File: src/lru_block_buffer_tags_defines.svh
// ----------------------------------------------------------------------------
// lru_block_buffer_tags_defines.svh
// assertion macros shared by the block buffer tag controller
// ----------------------------------------------------------------------------
`ifndef LRU_BLOCK_BUFFER_TAGS_DEFINES_SVH
`define LRU_BLOCK_BUFFER_TAGS_DEFINES_SVH

`ifndef SYNTHESIS

// same-cycle implication
`define LBBT_ASSERT_IMPL(label, ante, cons) \
   label: assert property (@(posedge clock) disable iff (reset) (ante) |-> (cons)) \
      else $error("lbbt: same-cycle check failed");

// next-cycle implication
`define LBBT_ASSERT_NEXT(label, ante, cons) \
   label: assert property (@(posedge clock) disable iff (reset) (ante) |=> (cons)) \
      else $error("lbbt: next-cycle check failed");

`else

`define LBBT_ASSERT_IMPL(label, ante, cons)
`define LBBT_ASSERT_NEXT(label, ante, cons)

`endif

`endif

File: src/lbbt_pkg.sv
`timescale 1ns / 1ps
// ----------------------------------------------------------------------------
// lbbt_pkg
// types and codes of the block buffer tag controller
// ----------------------------------------------------------------------------
package lbbt_pkg;

   localparam int IDX_W        = 32;
   localparam int SLOT_FIELD_W = 4;
   localparam int SLOT_MAX_W   = 8;

   typedef enum logic [1:0] {
      OP_SEARCH = 2'd0,
      OP_POP    = 2'd1,
      OP_PUSH   = 2'd2
   } op_type;

   typedef enum logic [1:0] {
      STATUS_OK        = 2'd0,
      STATUS_NOT_FOUND = 2'd1,
      STATUS_EMPTY     = 2'd2
   } status_type;

   typedef enum logic [2:0] {
      ST_IDLE,
      ST_SCAN,
      ST_SCAN_WAIT,
      ST_DECIDE,
      ST_RANK,
      ST_RANK_WAIT,
      ST_FINISH
   } state_type;

   typedef struct packed {
      op_type                  operation;
      logic [IDX_W-1:0]        block_index;
      logic                    index_valid;
      logic [SLOT_FIELD_W-1:0] slot;
   } req_type;

   typedef struct packed {
      status_type              status;
      logic [SLOT_FIELD_W-1:0] slot_out;
      logic [IDX_W-1:0]        old_index;
      logic                    old_index_valid;
      logic                    present_out;
   } rsp_type;

   // commands into the slot store
   typedef struct packed {
      logic                  rd_en;
      logic [SLOT_MAX_W-1:0] rd_addr;
      logic                  tag_we;
      logic                  flag_we;
      logic [SLOT_MAX_W-1:0] wr_addr;
      logic [IDX_W-1:0]      tag_wdata;
      logic                  tag_wvalid;
      logic                  in_table_w;
      logic                  listed_w;
      logic                  present_w;
      logic                  rank_we;
      logic [SLOT_MAX_W-1:0] rank_addr;
      logic [SLOT_MAX_W-1:0] rank_wdata;
   } store_cmd_type;

   // registered read data of one slot
   typedef struct packed {
      logic [IDX_W-1:0]      tag;
      logic                  tag_valid;
      logic                  in_table;
      logic                  listed;
      logic                  present;
      logic [SLOT_MAX_W-1:0] rank;
   } store_rd_type;

   // what the scan pass has gathered
   typedef struct packed {
      logic                  found;
      logic [SLOT_MAX_W-1:0] found_slot;
      logic                  found_present;
      logic [SLOT_MAX_W-1:0] found_rank;
      logic                  lru_any;
      logic [SLOT_MAX_W-1:0] lru_slot;
      logic [IDX_W-1:0]      lru_tag;
      logic                  lru_tag_valid;
      logic                  lru_present;
      logic [SLOT_MAX_W-1:0] lru_rank;
      logic [SLOT_MAX_W-1:0] target_rank;
   } scan_res_type;

endpackage

File: src/lru_block_buffer_tags.sv
`timescale 1ns / 1ps
// ----------------------------------------------------------------------------
// lru_block_buffer_tags
// Tag and recency controller for a fully associative buffer of NUM_BLOCKS
// block slots. Search finds the slot holding a block number (lowest slot on
// duplicates) and makes it most recent; pop takes the slot holding the number
// or else the least recent listed slot, and drops it from table and list;
// push tags a slot, lists it as most recent and sets its present flag. Every
// operation walks the slots once through a single registered read port of
// the tag and rank memories, one slot per cycle; search and push then walk
// the ranks a second time to move the chosen slot to the top (pop and a
// search miss skip this; an unused code or a push slot outside the buffer
// skips both walks). An accepted item holds the request side stalled until
// its result is loaded into the output register.
// A finished result sits in an output register, so the next request can be
// taken while it waits. No clearing pass after reset: ranks read as the slot
// number until first written.
// ----------------------------------------------------------------------------
`include "lru_block_buffer_tags_defines.svh"

module lru_block_buffer_tags #(
   parameter int NUM_BLOCKS = 16,
   parameter int INDEX_BITS = 32
) (
   input  logic              clock,
   input  logic              reset,
   input  logic              req_valid,
   output logic              req_stall,
   input  lbbt_pkg::req_type req_payload,
   output logic              rsp_valid,
   input  logic              rsp_stall,
   output lbbt_pkg::rsp_type rsp_payload
);
   import lbbt_pkg::*;

   localparam int SLOT_W = (NUM_BLOCKS > 1) ? $clog2(NUM_BLOCKS) : 1;
   localparam int TAG_W  = (INDEX_BITS < IDX_W) ? INDEX_BITS : IDX_W;
   localparam logic [IDX_W-1:0]  IDX_MASK  = IDX_W'((64'd1 << TAG_W) - 64'd1);
   localparam logic [SLOT_W-1:0] LAST_SLOT = SLOT_W'(NUM_BLOCKS - 1);

   // sequencer state
   state_type         state_ff,    state_in;
   logic [SLOT_W-1:0] cnt_ff,      cnt_in;
   logic              scan_d_ff,   scan_d_in;   // scan read data arrives
   logic              rank_d_ff,   rank_d_in;   // rank read data arrives
   logic [SLOT_W-1:0] rd_idx_ff,   rd_idx_in;   // slot of the arriving data

   // latched request
   op_type            op_ff,       op_in;
   logic [IDX_W-1:0]  idx_ff,      idx_in;
   logic              ivalid_ff,   ivalid_in;
   logic [SLOT_W-1:0] pslot_ff,    pslot_in;

   // chosen slot for the rank pass
   logic [SLOT_W-1:0] sel_ff,      sel_in;
   logic [SLOT_W-1:0] sel_rank_ff, sel_rank_in;

   // result being built, and output register
   rsp_type           res_ff,      res_in;
   rsp_type           rsp_ff,      rsp_in;
   logic              rsp_valid_ff, rsp_valid_in;

   store_cmd_type     cmd;
   store_rd_type      rd;
   scan_res_type      sr;
   logic              scan_start;
   logic              accept;
   logic              slot_ok;
   logic              same_tag;
   logic [SLOT_W-1:0] rk;

   lbbt_store #(
      .NUM_BLOCKS (NUM_BLOCKS),
      .SLOT_W     (SLOT_W),
      .TAG_W      (TAG_W)
   ) u_store (
      .clock (clock),
      .reset (reset),
      .cmd   (cmd),
      .rd    (rd)
   );

   lbbt_scan #(
      .SLOT_W (SLOT_W)
   ) u_scan (
      .clock     (clock),
      .reset     (reset),
      .start     (scan_start),
      .sample    (scan_d_ff),
      .slot_idx  (rd_idx_ff),
      .push_slot (pslot_ff),
      .req_index (idx_ff),
      .req_valid (ivalid_ff),
      .rd        (rd),
      .res       (sr)
   );

   assign req_stall   = (state_ff != ST_IDLE);
   assign accept      = req_valid && !req_stall;
   assign rsp_valid   = rsp_valid_ff;
   assign rsp_payload = rsp_ff;

   // push slot must fall inside the buffer
   assign slot_ok = (32'(req_payload.slot) < NUM_BLOCKS);
   assign rk      = rd.rank[SLOT_W-1:0];
   // pop keeps present only when the slot's tag equals the request
   assign same_tag = (sr.lru_tag_valid == ivalid_ff) && (!ivalid_ff || (sr.lru_tag == idx_ff));

   always_comb begin
      state_in     = state_ff;
      cnt_in       = cnt_ff;
      scan_d_in    = 1'b0;
      rank_d_in    = 1'b0;
      rd_idx_in    = cnt_ff;
      op_in        = op_ff;
      idx_in       = idx_ff;
      ivalid_in    = ivalid_ff;
      pslot_in     = pslot_ff;
      sel_in       = sel_ff;
      sel_rank_in  = sel_rank_ff;
      res_in       = res_ff;
      rsp_in       = rsp_ff;
      rsp_valid_in = rsp_valid_ff && rsp_stall;
      scan_start   = 1'b0;
      cmd          = '0;

      // rank pass data phase: chosen slot to the top, close the gap below
      if (rank_d_ff) begin
         cmd.rank_addr = SLOT_MAX_W'(rd_idx_ff);
         if (rd_idx_ff == sel_ff) begin
            cmd.rank_we    = 1'b1;
            cmd.rank_wdata = SLOT_MAX_W'(LAST_SLOT);
         end else if (rk > sel_rank_ff) begin
            cmd.rank_we    = 1'b1;
            cmd.rank_wdata = SLOT_MAX_W'(rk - 1'b1);
         end
      end

      unique case (state_ff)
         ST_IDLE: begin
            if (accept) begin
               op_in      = req_payload.operation;
               idx_in     = req_payload.block_index & IDX_MASK;
               ivalid_in  = req_payload.index_valid;
               pslot_in   = SLOT_W'(req_payload.slot);
               cnt_in     = '0;
               scan_start = 1'b1;
               res_in     = '0;
               unique case (req_payload.operation)
                  OP_SEARCH, OP_POP: begin
                     state_in = ST_SCAN;
                  end
                  OP_PUSH: begin
                     if (slot_ok) begin
                        state_in = ST_SCAN;
                     end else begin
                        res_in.status = STATUS_EMPTY;
                        state_in      = ST_FINISH;
                     end
                  end
                  default: begin
                     // unused code: all-zero result, no change
                     state_in = ST_FINISH;
                  end
               endcase
            end
         end

         ST_SCAN: begin
            cmd.rd_en   = 1'b1;
            cmd.rd_addr = SLOT_MAX_W'(cnt_ff);
            scan_d_in   = 1'b1;
            if (cnt_ff == LAST_SLOT) begin
               state_in = ST_SCAN_WAIT;
            end else begin
               cnt_in = cnt_ff + 1'b1;
            end
         end

         ST_SCAN_WAIT: begin
            state_in = ST_DECIDE;
         end

         ST_DECIDE: begin
            cnt_in = '0;
            unique case (op_ff)
               OP_SEARCH: begin
                  if (sr.found) begin
                     sel_in             = sr.found_slot[SLOT_W-1:0];
                     sel_rank_in        = sr.found_rank[SLOT_W-1:0];
                     res_in.slot_out    = SLOT_FIELD_W'(sr.found_slot);
                     res_in.present_out = sr.found_present;
                     cmd.flag_we        = 1'b1;
                     cmd.wr_addr        = sr.found_slot;
                     cmd.in_table_w     = 1'b1;
                     cmd.listed_w       = 1'b1;
                     cmd.present_w      = sr.found_present;
                     state_in           = ST_RANK;
                  end else begin
                     res_in.status = STATUS_NOT_FOUND;
                     state_in      = ST_FINISH;
                  end
               end
               OP_POP: begin
                  state_in = ST_FINISH;
                  if (sr.found) begin
                     // matching tag: present flag kept
                     res_in.slot_out        = SLOT_FIELD_W'(sr.found_slot);
                     res_in.old_index       = idx_ff;
                     res_in.old_index_valid = 1'b1;
                     res_in.present_out     = sr.found_present;
                     cmd.flag_we            = 1'b1;
                     cmd.wr_addr            = sr.found_slot;
                     cmd.present_w          = sr.found_present;
                  end else if (sr.lru_any) begin
                     res_in.slot_out        = SLOT_FIELD_W'(sr.lru_slot);
                     res_in.old_index       = sr.lru_tag_valid ? sr.lru_tag : '0;
                     res_in.old_index_valid = sr.lru_tag_valid;
                     res_in.present_out     = sr.lru_present && same_tag;
                     cmd.flag_we            = 1'b1;
                     cmd.wr_addr            = sr.lru_slot;
                     cmd.present_w          = sr.lru_present && same_tag;
                  end else begin
                     res_in.status = STATUS_EMPTY;
                  end
               end
               OP_PUSH: begin
                  sel_in             = pslot_ff;
                  sel_rank_in        = sr.target_rank[SLOT_W-1:0];
                  res_in.slot_out    = SLOT_FIELD_W'(pslot_ff);
                  res_in.present_out = 1'b1;
                  cmd.tag_we         = 1'b1;
                  cmd.flag_we        = 1'b1;
                  cmd.wr_addr        = SLOT_MAX_W'(pslot_ff);
                  cmd.tag_wdata      = ivalid_ff ? idx_ff : '0;
                  cmd.tag_wvalid     = ivalid_ff;
                  cmd.in_table_w     = ivalid_ff;
                  cmd.listed_w       = 1'b1;
                  cmd.present_w      = 1'b1;
                  state_in           = ST_RANK;
               end
               default: begin
                  state_in = ST_FINISH;
               end
            endcase
         end

         ST_RANK: begin
            cmd.rd_en   = 1'b1;
            cmd.rd_addr = SLOT_MAX_W'(cnt_ff);
            rank_d_in   = 1'b1;
            if (cnt_ff == LAST_SLOT) begin
               state_in = ST_RANK_WAIT;
            end else begin
               cnt_in = cnt_ff + 1'b1;
            end
         end

         ST_RANK_WAIT: begin
            state_in = ST_FINISH;
         end

         ST_FINISH: begin
            // load the output register once it is free or draining
            if (!rsp_valid_ff || !rsp_stall) begin
               rsp_in       = res_ff;
               rsp_valid_in = 1'b1;
               state_in     = ST_IDLE;
            end
         end

         default: begin
            state_in = ST_IDLE;
         end
      endcase
   end

   // control registers
   always_ff @(posedge clock) begin
      if (reset) begin
         state_ff     <= ST_IDLE;
         scan_d_ff    <= 1'b0;
         rank_d_ff    <= 1'b0;
         rsp_valid_ff <= 1'b0;
      end else begin
         state_ff     <= state_in;
         scan_d_ff    <= scan_d_in;
         rank_d_ff    <= rank_d_in;
         rsp_valid_ff <= rsp_valid_in;
      end
   end

   // payload registers
   always_ff @(posedge clock) begin
      cnt_ff      <= cnt_in;
      rd_idx_ff   <= rd_idx_in;
      op_ff       <= op_in;
      idx_ff      <= idx_in;
      ivalid_ff   <= ivalid_in;
      pslot_ff    <= pslot_in;
      sel_ff      <= sel_in;
      sel_rank_ff <= sel_rank_in;
      res_ff      <= res_in;
      rsp_ff      <= rsp_in;
   end

   // checks
   `LBBT_ASSERT_NEXT(a_busy_after_transfer, req_valid && !req_stall, req_stall)
   `LBBT_ASSERT_NEXT(a_rsp_drains, rsp_valid && !rsp_stall && state_ff != ST_FINISH, !rsp_valid)
   `LBBT_ASSERT_IMPL(a_rank_write_in_pass, cmd.rank_we, state_ff == ST_RANK || state_ff == ST_RANK_WAIT)

endmodule

File: src/lbbt_store.sv
`timescale 1ns / 1ps
// ----------------------------------------------------------------------------
// lbbt_store
// tag and rank memories plus per-slot flag bits, one registered read port
// ----------------------------------------------------------------------------
module lbbt_store #(
   parameter int NUM_BLOCKS = 16,
   parameter int SLOT_W     = 4,
   parameter int TAG_W      = 32
) (
   input  logic                   clock,
   input  logic                   reset,
   input  lbbt_pkg::store_cmd_type cmd,
   output lbbt_pkg::store_rd_type  rd
);
   import lbbt_pkg::*;

   logic [TAG_W-1:0]      tag_mem_ff  [NUM_BLOCKS];
   logic [SLOT_W-1:0]     rank_mem_ff [NUM_BLOCKS];

   logic [NUM_BLOCKS-1:0] tag_valid_ff;
   logic [NUM_BLOCKS-1:0] in_table_ff;
   logic [NUM_BLOCKS-1:0] listed_ff;
   logic [NUM_BLOCKS-1:0] present_ff;
   logic [NUM_BLOCKS-1:0] rank_wr_ff;

   logic [TAG_W-1:0]      tag_q_ff;
   logic [SLOT_W-1:0]     rank_q_ff;
   logic [SLOT_W-1:0]     addr_q_ff;
   logic                  tv_q_ff;
   logic                  it_q_ff;
   logic                  li_q_ff;
   logic                  pr_q_ff;
   logic                  rw_q_ff;

   logic [SLOT_W-1:0]     rd_addr;
   logic [SLOT_W-1:0]     wr_addr;
   logic [SLOT_W-1:0]     rank_addr;

   assign rd_addr   = cmd.rd_addr[SLOT_W-1:0];
   assign wr_addr   = cmd.wr_addr[SLOT_W-1:0];
   assign rank_addr = cmd.rank_addr[SLOT_W-1:0];

   always_ff @(posedge clock) begin
      if (cmd.tag_we) begin
         tag_mem_ff[wr_addr] <= cmd.tag_wdata[TAG_W-1:0];
      end
      if (cmd.rd_en) begin
         tag_q_ff <= tag_mem_ff[rd_addr];
      end
   end

   always_ff @(posedge clock) begin
      if (cmd.rank_we) begin
         rank_mem_ff[rank_addr] <= cmd.rank_wdata[SLOT_W-1:0];
      end
      if (cmd.rd_en) begin
         rank_q_ff <= rank_mem_ff[rd_addr];
      end
   end

   // flag bits, ranks read as slot number until first written
   always_ff @(posedge clock) begin
      if (reset) begin
         tag_valid_ff <= '0;
         in_table_ff  <= '0;
         listed_ff    <= '1;
         present_ff   <= '0;
         rank_wr_ff   <= '0;
      end else begin
         if (cmd.tag_we) begin
            tag_valid_ff[wr_addr] <= cmd.tag_wvalid;
         end
         if (cmd.flag_we) begin
            in_table_ff[wr_addr] <= cmd.in_table_w;
            listed_ff[wr_addr]   <= cmd.listed_w;
            present_ff[wr_addr]  <= cmd.present_w;
         end
         if (cmd.rank_we) begin
            rank_wr_ff[rank_addr] <= 1'b1;
         end
      end
   end

   always_ff @(posedge clock) begin
      if (cmd.rd_en) begin
         tv_q_ff   <= tag_valid_ff[rd_addr];
         it_q_ff   <= in_table_ff[rd_addr];
         li_q_ff   <= listed_ff[rd_addr];
         pr_q_ff   <= present_ff[rd_addr];
         rw_q_ff   <= rank_wr_ff[rd_addr];
         addr_q_ff <= rd_addr;
      end
   end

   always_comb begin
      rd.tag       = IDX_W'(tag_q_ff);
      rd.tag_valid = tv_q_ff;
      rd.in_table  = it_q_ff;
      rd.listed    = li_q_ff;
      rd.present   = pr_q_ff;
      rd.rank      = SLOT_MAX_W'(rw_q_ff ? rank_q_ff : addr_q_ff);
   end

endmodule

File: src/lbbt_scan.sv
`timescale 1ns / 1ps
// ----------------------------------------------------------------------------
// lbbt_scan
// shared compare unit folding one slot per cycle into match and lru picks
// ----------------------------------------------------------------------------
module lbbt_scan #(
   parameter int SLOT_W = 4
) (
   input  logic                          clock,
   input  logic                          reset,
   input  logic                          start,
   input  logic                          sample,
   input  logic [SLOT_W-1:0]             slot_idx,
   input  logic [SLOT_W-1:0]             push_slot,
   input  logic [lbbt_pkg::IDX_W-1:0]    req_index,
   input  logic                          req_valid,
   input  lbbt_pkg::store_rd_type        rd,
   output lbbt_pkg::scan_res_type        res
);
   import lbbt_pkg::*;

   scan_res_type res_ff;
   scan_res_type res_in;
   logic         match;

   always_comb begin
      res_in = res_ff;
      match  = req_valid && rd.in_table && rd.tag_valid && (rd.tag == req_index);
      if (start) begin
         res_in.found   = 1'b0;
         res_in.lru_any = 1'b0;
      end else if (sample) begin
         // first match wins, lowest slot
         if (match && !res_ff.found) begin
            res_in.found         = 1'b1;
            res_in.found_slot    = SLOT_MAX_W'(slot_idx);
            res_in.found_present = rd.present;
            res_in.found_rank    = rd.rank;
         end
         if (rd.listed && (!res_ff.lru_any || (rd.rank < res_ff.lru_rank))) begin
            res_in.lru_any       = 1'b1;
            res_in.lru_slot      = SLOT_MAX_W'(slot_idx);
            res_in.lru_tag       = rd.tag;
            res_in.lru_tag_valid = rd.tag_valid;
            res_in.lru_present   = rd.present;
            res_in.lru_rank      = rd.rank;
         end
         if (slot_idx == push_slot) begin
            res_in.target_rank = rd.rank;
         end
      end
   end

   always_ff @(posedge clock) begin
      if (reset) begin
         res_ff <= '0;
      end else begin
         res_ff <= res_in;
      end
   end

   assign res = res_ff;

endmodule
File: config.mk
export PLATFORM = sky130hd
export DESIGN_NAME = lru_block_buffer_tags
export DESIGN_NICKNAME = d
export VERILOG_FILES = /design/src/lbbt_pkg.sv /design/src/lru_block_buffer_tags.sv /design/src/lbbt_store.sv /design/src/lbbt_scan.sv
export VERILOG_INCLUDE_DIRS = /design/src /design/src/src
export SDC_FILE = /design/constraint.sdc
export NUM_CORES = 1
export LEC_CHECK = 0
export BUFFER_PORTS_ARGS = -buffer_cell sky130_fd_sc_hd__clkbuf_2
export CAP_MARGIN = 5
export CORE_MARGIN = 3
export CORE_UTILIZATION = 50
export CTS_CLUSTER_SIZE = 20
export DETAILED_ROUTE_END_ITERATION = 8
export PLACE_DENSITY = 0.63
export SYNTH_ARGS = -nofsm -noshare
export SYNTH_HDL_FRONTEND = slang
export SYNTH_SLANG_ARGS = --single-unit
File: constraint.sdc
create_clock -name clock -period 8.4 [get_ports clock]
set_input_delay 1.26 -clock clock [delete_from_list [all_inputs] [get_ports clock]]
set_output_delay 1.26 -clock clock [all_outputs]
set_load 0.01 [all_outputs]
# Yosys cells after proc, flatten, opt, wreduce, memory -nomap -nowiden
# Memories as Yosys holds them, arrays and structs flattened. A register that Yosys moved wholly into a read port is not among the register bits.
# Index checks and enable logic that the tools add are counted.
op_classes:
  reduce_logical: 43
  muxes: 76
  n_bitwise: 2
  n_eq_ne: 31
  n_lt_le_gt_ge: 7
  add_sub_neg: 2
op_table:
  columns: ["cell", "n"]
  rows:
  - ["$pmux 40 s2", 1]
  - ["$mux 38", 2]
  - ["$mux 33", 2]
  - ["$bwmux 16", 4]
  - ["$eq 32x32->1", 2]
  - ["$mux 32", 2]
  - ["$mux 46", 1]
  - ["$mux 40", 1]
  - ["$mux 9", 4]
  - ["$pmux 9 s3", 1]
  - ["$pmux 4 s3", 2]
  - ["$mux 1", 23]
  - ["$pmux 3 s7", 1]
  - ["$bmux 1 s4", 5]
  - ["$mux 4", 5]
  - ["$mux 3", 6]
  - ["$mux 17", 1]
  - ["$mux 8", 2]
  - ["$or 16x16->16", 1]
  - ["$pmux 4 s2", 2]
  - ["$lt 4x5->1 const B", 3]
  - ["$reduce_and 3->1", 5]
  - ["$pmux 2 s2", 3]
  - ["$logic_and 1x1->1", 11]
  - ["35 further kinds", 71]
word_totals:
  mem_bits_rw: 576
  mem_count: 2
  out_inout_bits: 42
  ff_bits: 287
  in_bits: 43
  word_cells: 207
memory_table:
  columns: ["memory", "words", "word_bits", "read_ports", "rd_clocked_by_memory_dff", "wr", "line_no", "rtl"]
  rows:
  - ["u_store.tag_mem_ff", 16, 32, 1, 1, 1, "lbbt_store.sv:18", "logic [TAG_W-1:0] tag_mem_ff [NUM_BLOCKS];"]
  - ["u_store.rank_mem_ff", 16, 4, 1, 1, 1, "lbbt_store.sv:19", "logic [SLOT_W-1:0] rank_mem_ff [NUM_BLOCKS];"]

# Depth between registers and ports, before layout
depth:
  word_depth: 13
  ltp_mapped: 12
  mapped_depth_nobuf: 9

# Hierarchy
# A second synthesis with hierarchy kept.
hier_totals:
  hier_cells: 2229
  area_unflattened_um2: 36706.5
modules_own_cells:
  columns: ["mod", "n_inst", "cells_per_inst", "seq_area_each_um2", "area_each_um2"]
  rows:
  - ["lbbt_store", 1, 1404, 20249.4, 26848.2]
  - ["lru_block_buffer_tags", 1, 462, 4134.0, 6311.1]
  - ["lbbt_scan", 1, 363, 1381.3, 3547.2]

# Least setup slack after synthesis
# Ideal clock, no wire load.
synth_path:
  path_kind: "register -> register"
  start: "register op_ff[0]"
  end: "memory u_store.tag_mem_ff[0][0], enable pin"
  t_required_ns: 7.937
  stages_incl_launch_ff: 9
  period_less_slack_ns: 4.411
  n_path_buf: 1
  arrival_time_ns: 3.947
  setup_time_ns: 0.463
  slack_ns: 3.989
  path_cell_list: "edfxtp_1 inv_1 ha_1 and2_1 buf_6 a22o_1 nor4_2 nor2_1 nor3_1"
synth_via:
  elab_chain_len: 5
  word_cells_on_any_way: 8
  classes_between: "2 x eq/ne; 5 x mux; 1 x reduce/logical"
synth_rtl:
  columns: ["element", "line_no", "rtl"]
  rows:
  - ["start, declared", "lru_block_buffer_tags.sv:49", "op_type op_ff, op_in;"]
  - ["start signal, assigned", "lru_block_buffer_tags.sv:297", "op_ff <= op_in;"]
  - ["$eq 2x2->1", "lru_block_buffer_tags.sv:186", "unique case (op_ff)"]
  - ["$mux 1", "lru_block_buffer_tags.sv:186", null]
  - ["$mux 46 *", "lru_block_buffer_tags.sv:139", "unique case (state_ff)"]
  - ["$mux 1", "lbbt_store.sv:45", "if (cmd.tag_we) begin"]
  - ["$mux 1 (not written as such)", "lbbt_store.sv:46", "tag_mem_ff[wr_addr] <= cmd.tag_wdata[TAG_W-1:0];"]
  - ["end, declared", "lbbt_store.sv:18", null]
# Mark *: on every way between the ends. The rest lies on a longest branch, timed or not.

# Final worst setup path
layout_path:
  start: "register state_ff[2]"
  end: "register u_store.rank_q_ff[3] (read register of u_store.rank_mem_ff) (data pin)"
layout_via:
  elab_chain_len: 3
  word_cells_on_any_way: 4
  classes_between: "2 x eq/ne; 1 x mux; 1 x reduce/logical"
layout_rtl:
  columns: ["element", "line_no", "rtl"]
  rows:
  - ["start, declared", "lru_block_buffer_tags.sv:42", "state_type state_ff, state_in;"]
  - ["start signal, assigned", "lru_block_buffer_tags.sv:286", "state_ff <= state_in;"]
  - ["$eq 3x3->1 or $eq 3x1->1 (tied branches)", "lru_block_buffer_tags.sv:139", null]
  - ["$reduce_or 2->1 (no source line) *", null, null]
  - ["$mux 9 *", "lru_block_buffer_tags.sv:139", null]
  - ["end, declared", "lbbt_store.sv:28", "logic [SLOT_W-1:0] rank_q_ff;"]
# Marks and branches as above.
# A chain may end at the register's enable or synchronous reset.

==> impl_metrics.prom <==
# TYPE chip_impl_metric gauge
chip_impl_metric{name="cap_viol_max_count",unit=""} 0
chip_impl_metric{name="worstPathArrival",unit="ps"} 5100
chip_impl_metric{name="post-cts-setup-buffer-count",unit=""} 0
chip_impl_info{name="worst_setup_path_start_kind",value="flip-flop"} 1
chip_impl_info{name="rsz0062_at_grt",value="false"} 1
chip_impl_metric{name="cts_resized",unit=""} 0
chip_impl_metric{name="globalplace.congestion",unit=""} 0.897
chip_impl_info{name="run_status",value="complete, no violations"} 1
chip_impl_metric{name="clock-sinks",unit=""} 899
chip_impl_metric{name="yosys-mux-area-fraction",unit="%"} 6.36
chip_impl_metric{name="post_synth_arst_share",unit="%"} 0
chip_impl_metric{name="clock_latency_on_the_worst_skew_pair",unit="ps"} 640
chip_impl_info{name="min-delay-path-class",value="reg2reg"} 1
chip_impl_info{name="path_class",value="reg2reg"} 1
chip_impl_metric{name="floorplan.die.width",unit="µm"} 277
chip_impl_metric{name="global_route_wire_length_before_repair",unit="µm"} 139000
chip_impl_metric{name="portBuffers",unit=""} 84
chip_impl_metric{name="gr-usage-met2",unit="%"} 37.8
chip_impl_metric{name="count_of_endpoints_failing_hold_in_the_final_timing_report",unit=""} 0
chip_impl_info{name="cts.root.buffer_cell",value="sky130_fd_sc_hd__clkbuf_16"} 1
chip_impl_info{name="cp_cell_sequence",value="xor2_2 > nand2_4 > inv_2 > buf_4 > nand2_2 > inv_2 > buf_4 > mux4_2 > a22oi_1 > o21ai_0"} 1
chip_impl_metric{name="timing.clock.skew",unit="ps"} 17.8
chip_impl_info{name="critPathSlowestCell",value="sky130_fd_sc_hd__buf_4"} 1
chip_impl_metric{name="detailroute.via_count",unit=""} 22478
chip_impl_metric{name="cellPowerDensity",unit="nW/µm²"} 258
chip_impl_info{name="ys_top_cells_by_area",value="sky130_fd_sc_hd__edfxtp_1, sky130_fd_sc_hd__dfxtp_1, sky130_fd_sc_hd__mux4_2, sky130_fd_sc_hd__nand2_1, sky130_fd_sc_hd__nand3_1"} 1
chip_impl_metric{name="synth_fp_nets",unit=""} 2648
chip_impl_metric{name="global_route.usage.met1",unit="%"} 33.9
chip_impl_metric{name="power.ir.vdd_worst",unit="µV"} 244
chip_impl_info{name="crit-reg2reg-capture",value="u_store.rank_q_ff[3]"} 1
chip_impl_info{name="cts_tree",value="done"} 1
chip_impl_metric{name="detail_route.drc_violations",unit=""} 0
chip_impl_info{name="critPathTopFamily",value="buffers and inverters"} 1
chip_impl_metric{name="effective_utilization_at_floorplan",unit="%"} 50.9
chip_impl_metric{name="post-route-cell-area",unit="µm²"} 41000
chip_impl_metric{name="final_layout_size_suffix_gt1_share",unit="%"} 15.6
chip_impl_metric{name="grt_antenna_before_repair",unit=""} 3
chip_impl_metric{name="drt-total-wl",unit="µm"} 92700
chip_impl_metric{name="worstPathMaxFanout",unit=""} 49
chip_impl_info{name="top_usage_layer",value="met2"} 1
chip_impl_metric{name="synth_adder_area_share",unit="%"} 0.444
chip_impl_metric{name="drtIter0Drc",unit=""} 2724
chip_impl_metric{name="cts_hold_repair.buffers",unit=""} 0
chip_impl_metric{name="netlist_cell_types",unit=""} 80
chip_impl_info{name="dominant_combinational_cell_family_by_area_after_synthesis",value="simple AND/OR/NAND/NOR gates"} 1
chip_impl_metric{name="clk_transition_reported_paths",unit="ps"} 60
chip_impl_metric{name="ys_warn_count",unit=""} 0
chip_impl_info{name="critical_path.startpoint",value="state_ff[2]"} 1
chip_impl_metric{name="n_fill_cell",unit=""} 5553
chip_impl_metric{name="chipHeight",unit="µm"} 277
chip_impl_metric{name="path_buf_inv",unit=""} 4
chip_impl_metric{name="max-slew-margin-rel",unit="%"} 13.1
chip_impl_metric{name="fin_setup_tns",unit="ps"} 0
chip_impl_metric{name="drt_first_pass_iters",unit=""} 6
chip_impl_metric{name="ioPinCount",unit=""} 85
chip_impl_metric{name="power_leakage",unit="nW"} 14.4
chip_impl_metric{name="achievable-frequency",unit="GHz"} 0.211
chip_impl_metric{name="cts_inserted_buffers",unit=""} 93
chip_impl_metric{name="finalCriticalPeriod",unit="ps"} 4730
chip_impl_metric{name="avgSynthCellArea",unit="µm²"} 14.1
chip_impl_info{name="critical_path.endpoint_type",value="flip-flop"} 1
chip_impl_metric{name="r2r_slack",unit="ps"} 3670
chip_impl_metric{name="drv_slew",unit=""} 0
chip_impl_metric{name="cts_h_tree_depth",unit=""} 3
chip_impl_metric{name="placed_area",unit="µm²"} 38000
chip_impl_info{name="r2r-start",value="state_ff[2]"} 1
chip_impl_metric{name="required",unit="ps"} 8770
chip_impl_metric{name="number_of_routed_nets_with_antenna_violations",unit=""} 0
chip_impl_metric{name="global_route.overflow_total",unit=""} 0
chip_impl_metric{name="cp_num_cells",unit=""} 10
chip_impl_info{name="top_count_cell_post_synth",value="sky130_fd_sc_hd__edfxtp_1"} 1
chip_impl_metric{name="post_synth_inst_count",unit=""} 2592
chip_impl_metric{name="actual_transition_at_the_worst_max_transition_pin",unit="ps"} 1300
chip_impl_metric{name="synth_area",unit="µm²"} 36600
chip_impl_metric{name="area.growth.synth_to_final",unit="%"} 12.0
chip_impl_metric{name="rows",unit=""} 98
chip_impl_metric{name="half_perimeter_wire_length_after_placement",unit="µm"} 55400
chip_impl_metric{name="core-area",unit="µm²"} 72000
chip_impl_metric{name="setup_viol",unit=""} 0
chip_impl_metric{name="grt_usage",unit="%"} 23.8
chip_impl_info{name="worst_setup_path_endpoint",value="u_store.rank_q_ff[3]"} 1
chip_impl_metric{name="simple_gate_area_share_of_the_yosys_netlist",unit="%"} 11.2
chip_impl_info{name="synth_largest_area_cell",value="sky130_fd_sc_hd__edfxtp_1"} 1
chip_impl_metric{name="nets",unit=""} 2708
chip_impl_metric{name="vias_per_cell",unit=""} 6.11
chip_impl_metric{name="finalHoldWorstSlack",unit="ps"} 418
chip_impl_metric{name="floorplan.die_area",unit="µm²"} 76500
chip_impl_metric{name="ys_seq_area_share",unit="%"} 69.7
chip_impl_metric{name="layout_worst_path_cycle_share",unit="%"} 56.4
chip_impl_metric{name="via_count_of_the_first_global_routing_pass",unit=""} 21860
chip_impl_metric{name="synthDominantCellAreaShare",unit="%"} 61.7
chip_impl_info{name="netlist_top_cells_count",value="sky130_fd_sc_hd__edfxtp_1, sky130_fd_sc_hd__nand2_1, sky130_fd_sc_hd__nor2_1"} 1
chip_impl_metric{name="clock_path_buffers",unit=""} 3
chip_impl_metric{name="groute.layer.met3.usage",unit="%"} 4.07
chip_impl_info{name="dominantRegCellSynth",value="sky130_fd_sc_hd__edfxtp_1"} 1
chip_impl_metric{name="routed_wire_per_std_cell",unit="µm"} 25.2
chip_impl_metric{name="worst_r2r_path_depth",unit=""} 10
chip_impl_metric{name="critical-path-max-stage-delay",unit="ps"} 690
chip_impl_metric{name="grt_max_degree",unit=""} 118
chip_impl_metric{name="post_synth_edffs",unit=""} 752
chip_impl_metric{name="synth_compound_area_share",unit="%"} 7.89
chip_impl_metric{name="postSynthRegisterBits",unit=""} 899
chip_impl_metric{name="synth-xor-area-share",unit="%"} 1.65
per-layer routing:
metal | routed length (µm) | share of wire [%]
met3 | 7850 | 8.5
met2 | 43900 | 47
met4 | 2180 | 2.4
met1 | 38700 | 42
met5 | 0 | 0
report_power, final:
group	switching [W]	total (W)	internal, W
sequential	0.000206	0.00520	0.00499
clock	0.00168	0.00395	0.00227
combinational	0.000997	0.00144	0.000441
sequential cells by signal (all words and copies together) (netlist names), 2 cells and up:
| name | flops |
|---|---|
| res_ff | 40 |
| u_store.tag_q_ff | 32 |
| sel_ff | 4 |
| u_store.rank_wr_ff | 16 |
| u_scan.res | 57 |
| u_store.tag_valid_ff | 16 |
| u_store.listed_ff | 16 |
| u_store.rank_mem_ff | 64 |
| pslot_ff | 4 |
| op_ff | 2 |
| u_store.addr_q_ff | 4 |
| sel_rank_ff | 4 |
| u_store.tag_mem_ff | 512 |
| idx_ff | 32 |
| u_store.in_table_ff | 16 |
| u_store.rank_q_ff | 4 |
| cnt_ff | 4 |
| rsp_payload | 40 |
| rd_idx_ff | 4 |
| u_store.present_ff | 16 |
| state_ff | 3 |
worst min-delay path by stage:
stage,startpoint,end,slack (ps),cells past startpoint
finish,res_ff[30],rsp_payload[30],420,0
global route,res_ff[39],rsp_payload[39],420,0
CTS,res_ff[37],rsp_payload[37],420,0
detailed placement,res_ff[13],rsp_payload[13],400,0
global placement,res_ff[2],rsp_payload[2],400,0
floorplan,cnt_ff[3],rd_idx_ff[3],350,0
through the flow:
step | instances | power, W | setup WS, ps | utilization (%)
2_1_floorplan | 2592 | 0.00615 | 3990 | -
3_3_place_gp | 3506 | 0.00668 | 3840 | 52.9
5_1_grt | 3680 | 0.0110 | 3370 | 57.0
3_5_place_dp | 3506 | 0.00671 | 3690 | 52.9
4_1_cts | 3679 | 0.0106 | 3680 | 57.0
6_report | 3681 | 0.0106 | 3670 | 57.0
worst register-to-register path, cell delays in order, from the launching register on:
cell and delay, ps:
sky130_fd_sc_hd__dfxtp_1 670, sky130_fd_sc_hd__xor2_2 350, sky130_fd_sc_hd__nand2_4 130, sky130_fd_sc_hd__inv_2 60, sky130_fd_sc_hd__buf_4 690, sky130_fd_sc_hd__nand2_2 360, sky130_fd_sc_hd__inv_2 660, sky130_fd_sc_hd__buf_4 620
sky130_fd_sc_hd__mux4_2 600, sky130_fd_sc_hd__a22oi_1 200, sky130_fd_sc_hd__o21ai_0 140
layout make-up:
type / count / area (µm²) / area share [%]
Sequential cell: 899 / 25500 / 62.3
Antenna cell: 1 / 2.50 / 0.00610
Clock buffer: 122 / 2520 / 6.14
Inverter: 67 / 256 / 0.626
Clock inverter: 51 / 430 / 1.05
Multi-Input combinational cell: 1458 / 10300 / 25.1
Timing Repair Buffer: 133 / 803 / 1.96
Tap cell: 950 / 1190 / 2.90
placed cells by master, fill, tap and decap left out, types with 15 or more instances in the layout:
| cell type | netlist | routed |
|---|---|---|
| sky130_fd_sc_hd__o311a_1 | 36 | 36 |
| sky130_fd_sc_hd__nand2b_1 | 80 | 80 |
| sky130_fd_sc_hd__o21ai_1 | 23 | 21 |
| sky130_fd_sc_hd__o21ai_0 | 39 | 38 |
| sky130_fd_sc_hd__a22oi_1 | 48 | 48 |
| sky130_fd_sc_hd__buf_4 | 6 | 49 |
| sky130_fd_sc_hd__dfxtp_1 | 147 | 146 |
| sky130_fd_sc_hd__clkbuf_16 | 0 | 94 |
| sky130_fd_sc_hd__nor2_1 | 175 | 160 |
| sky130_fd_sc_hd__o211ai_1 | 18 | 18 |
| sky130_fd_sc_hd__a211o_1 | 16 | 16 |
| sky130_fd_sc_hd__inv_1 | 58 | 55 |
| sky130_fd_sc_hd__nand2_1 | 252 | 251 |
| sky130_fd_sc_hd__o221ai_1 | 37 | 37 |
| sky130_fd_sc_hd__nand4_1 | 17 | 17 |
| sky130_fd_sc_hd__nor2_4 | 0 | 15 |
| sky130_fd_sc_hd__xor2_1 | 50 | 50 |
| sky130_fd_sc_hd__o32ai_1 | 28 | 28 |
| sky130_fd_sc_hd__clkinv_1 | 1 | 19 |
| sky130_fd_sc_hd__mux4_2 | 72 | 72 |
| sky130_fd_sc_hd__edfxtp_1 | 752 | 752 |
| sky130_fd_sc_hd__nor3_1 | 35 | 33 |
| sky130_fd_sc_hd__xnor2_1 | 17 | 17 |
| sky130_fd_sc_hd__clkinv_2 | 0 | 21 |
| sky130_fd_sc_hd__and2_1 | 36 | 36 |
| sky130_fd_sc_hd__a21oi_1 | 63 | 62 |
| sky130_fd_sc_hd__nand3_1 | 172 | 172 |
| sky130_fd_sc_hd__mux2i_1 | 57 | 57 |
| sky130_fd_sc_hd__clkbuf_2 | 1 | 83 |
| sky130_fd_sc_hd__clkbuf_1 | 115 | 22 |
logic make-up (layout without fill, tap and decap cells):
group                    count (synthesis)  after routing
flip-flops                             899            899
AND/OR/NAND/NOR                        844            844
AO/OA/AOI/OAI                          392            392
buffers and inverters                  235            373
multiplexers                           141            141
XOR/XNOR                                68             68
adder cells (fa/ha/maj)                 13             13
other                                    0              1
(Power assumes the default switching activity.)
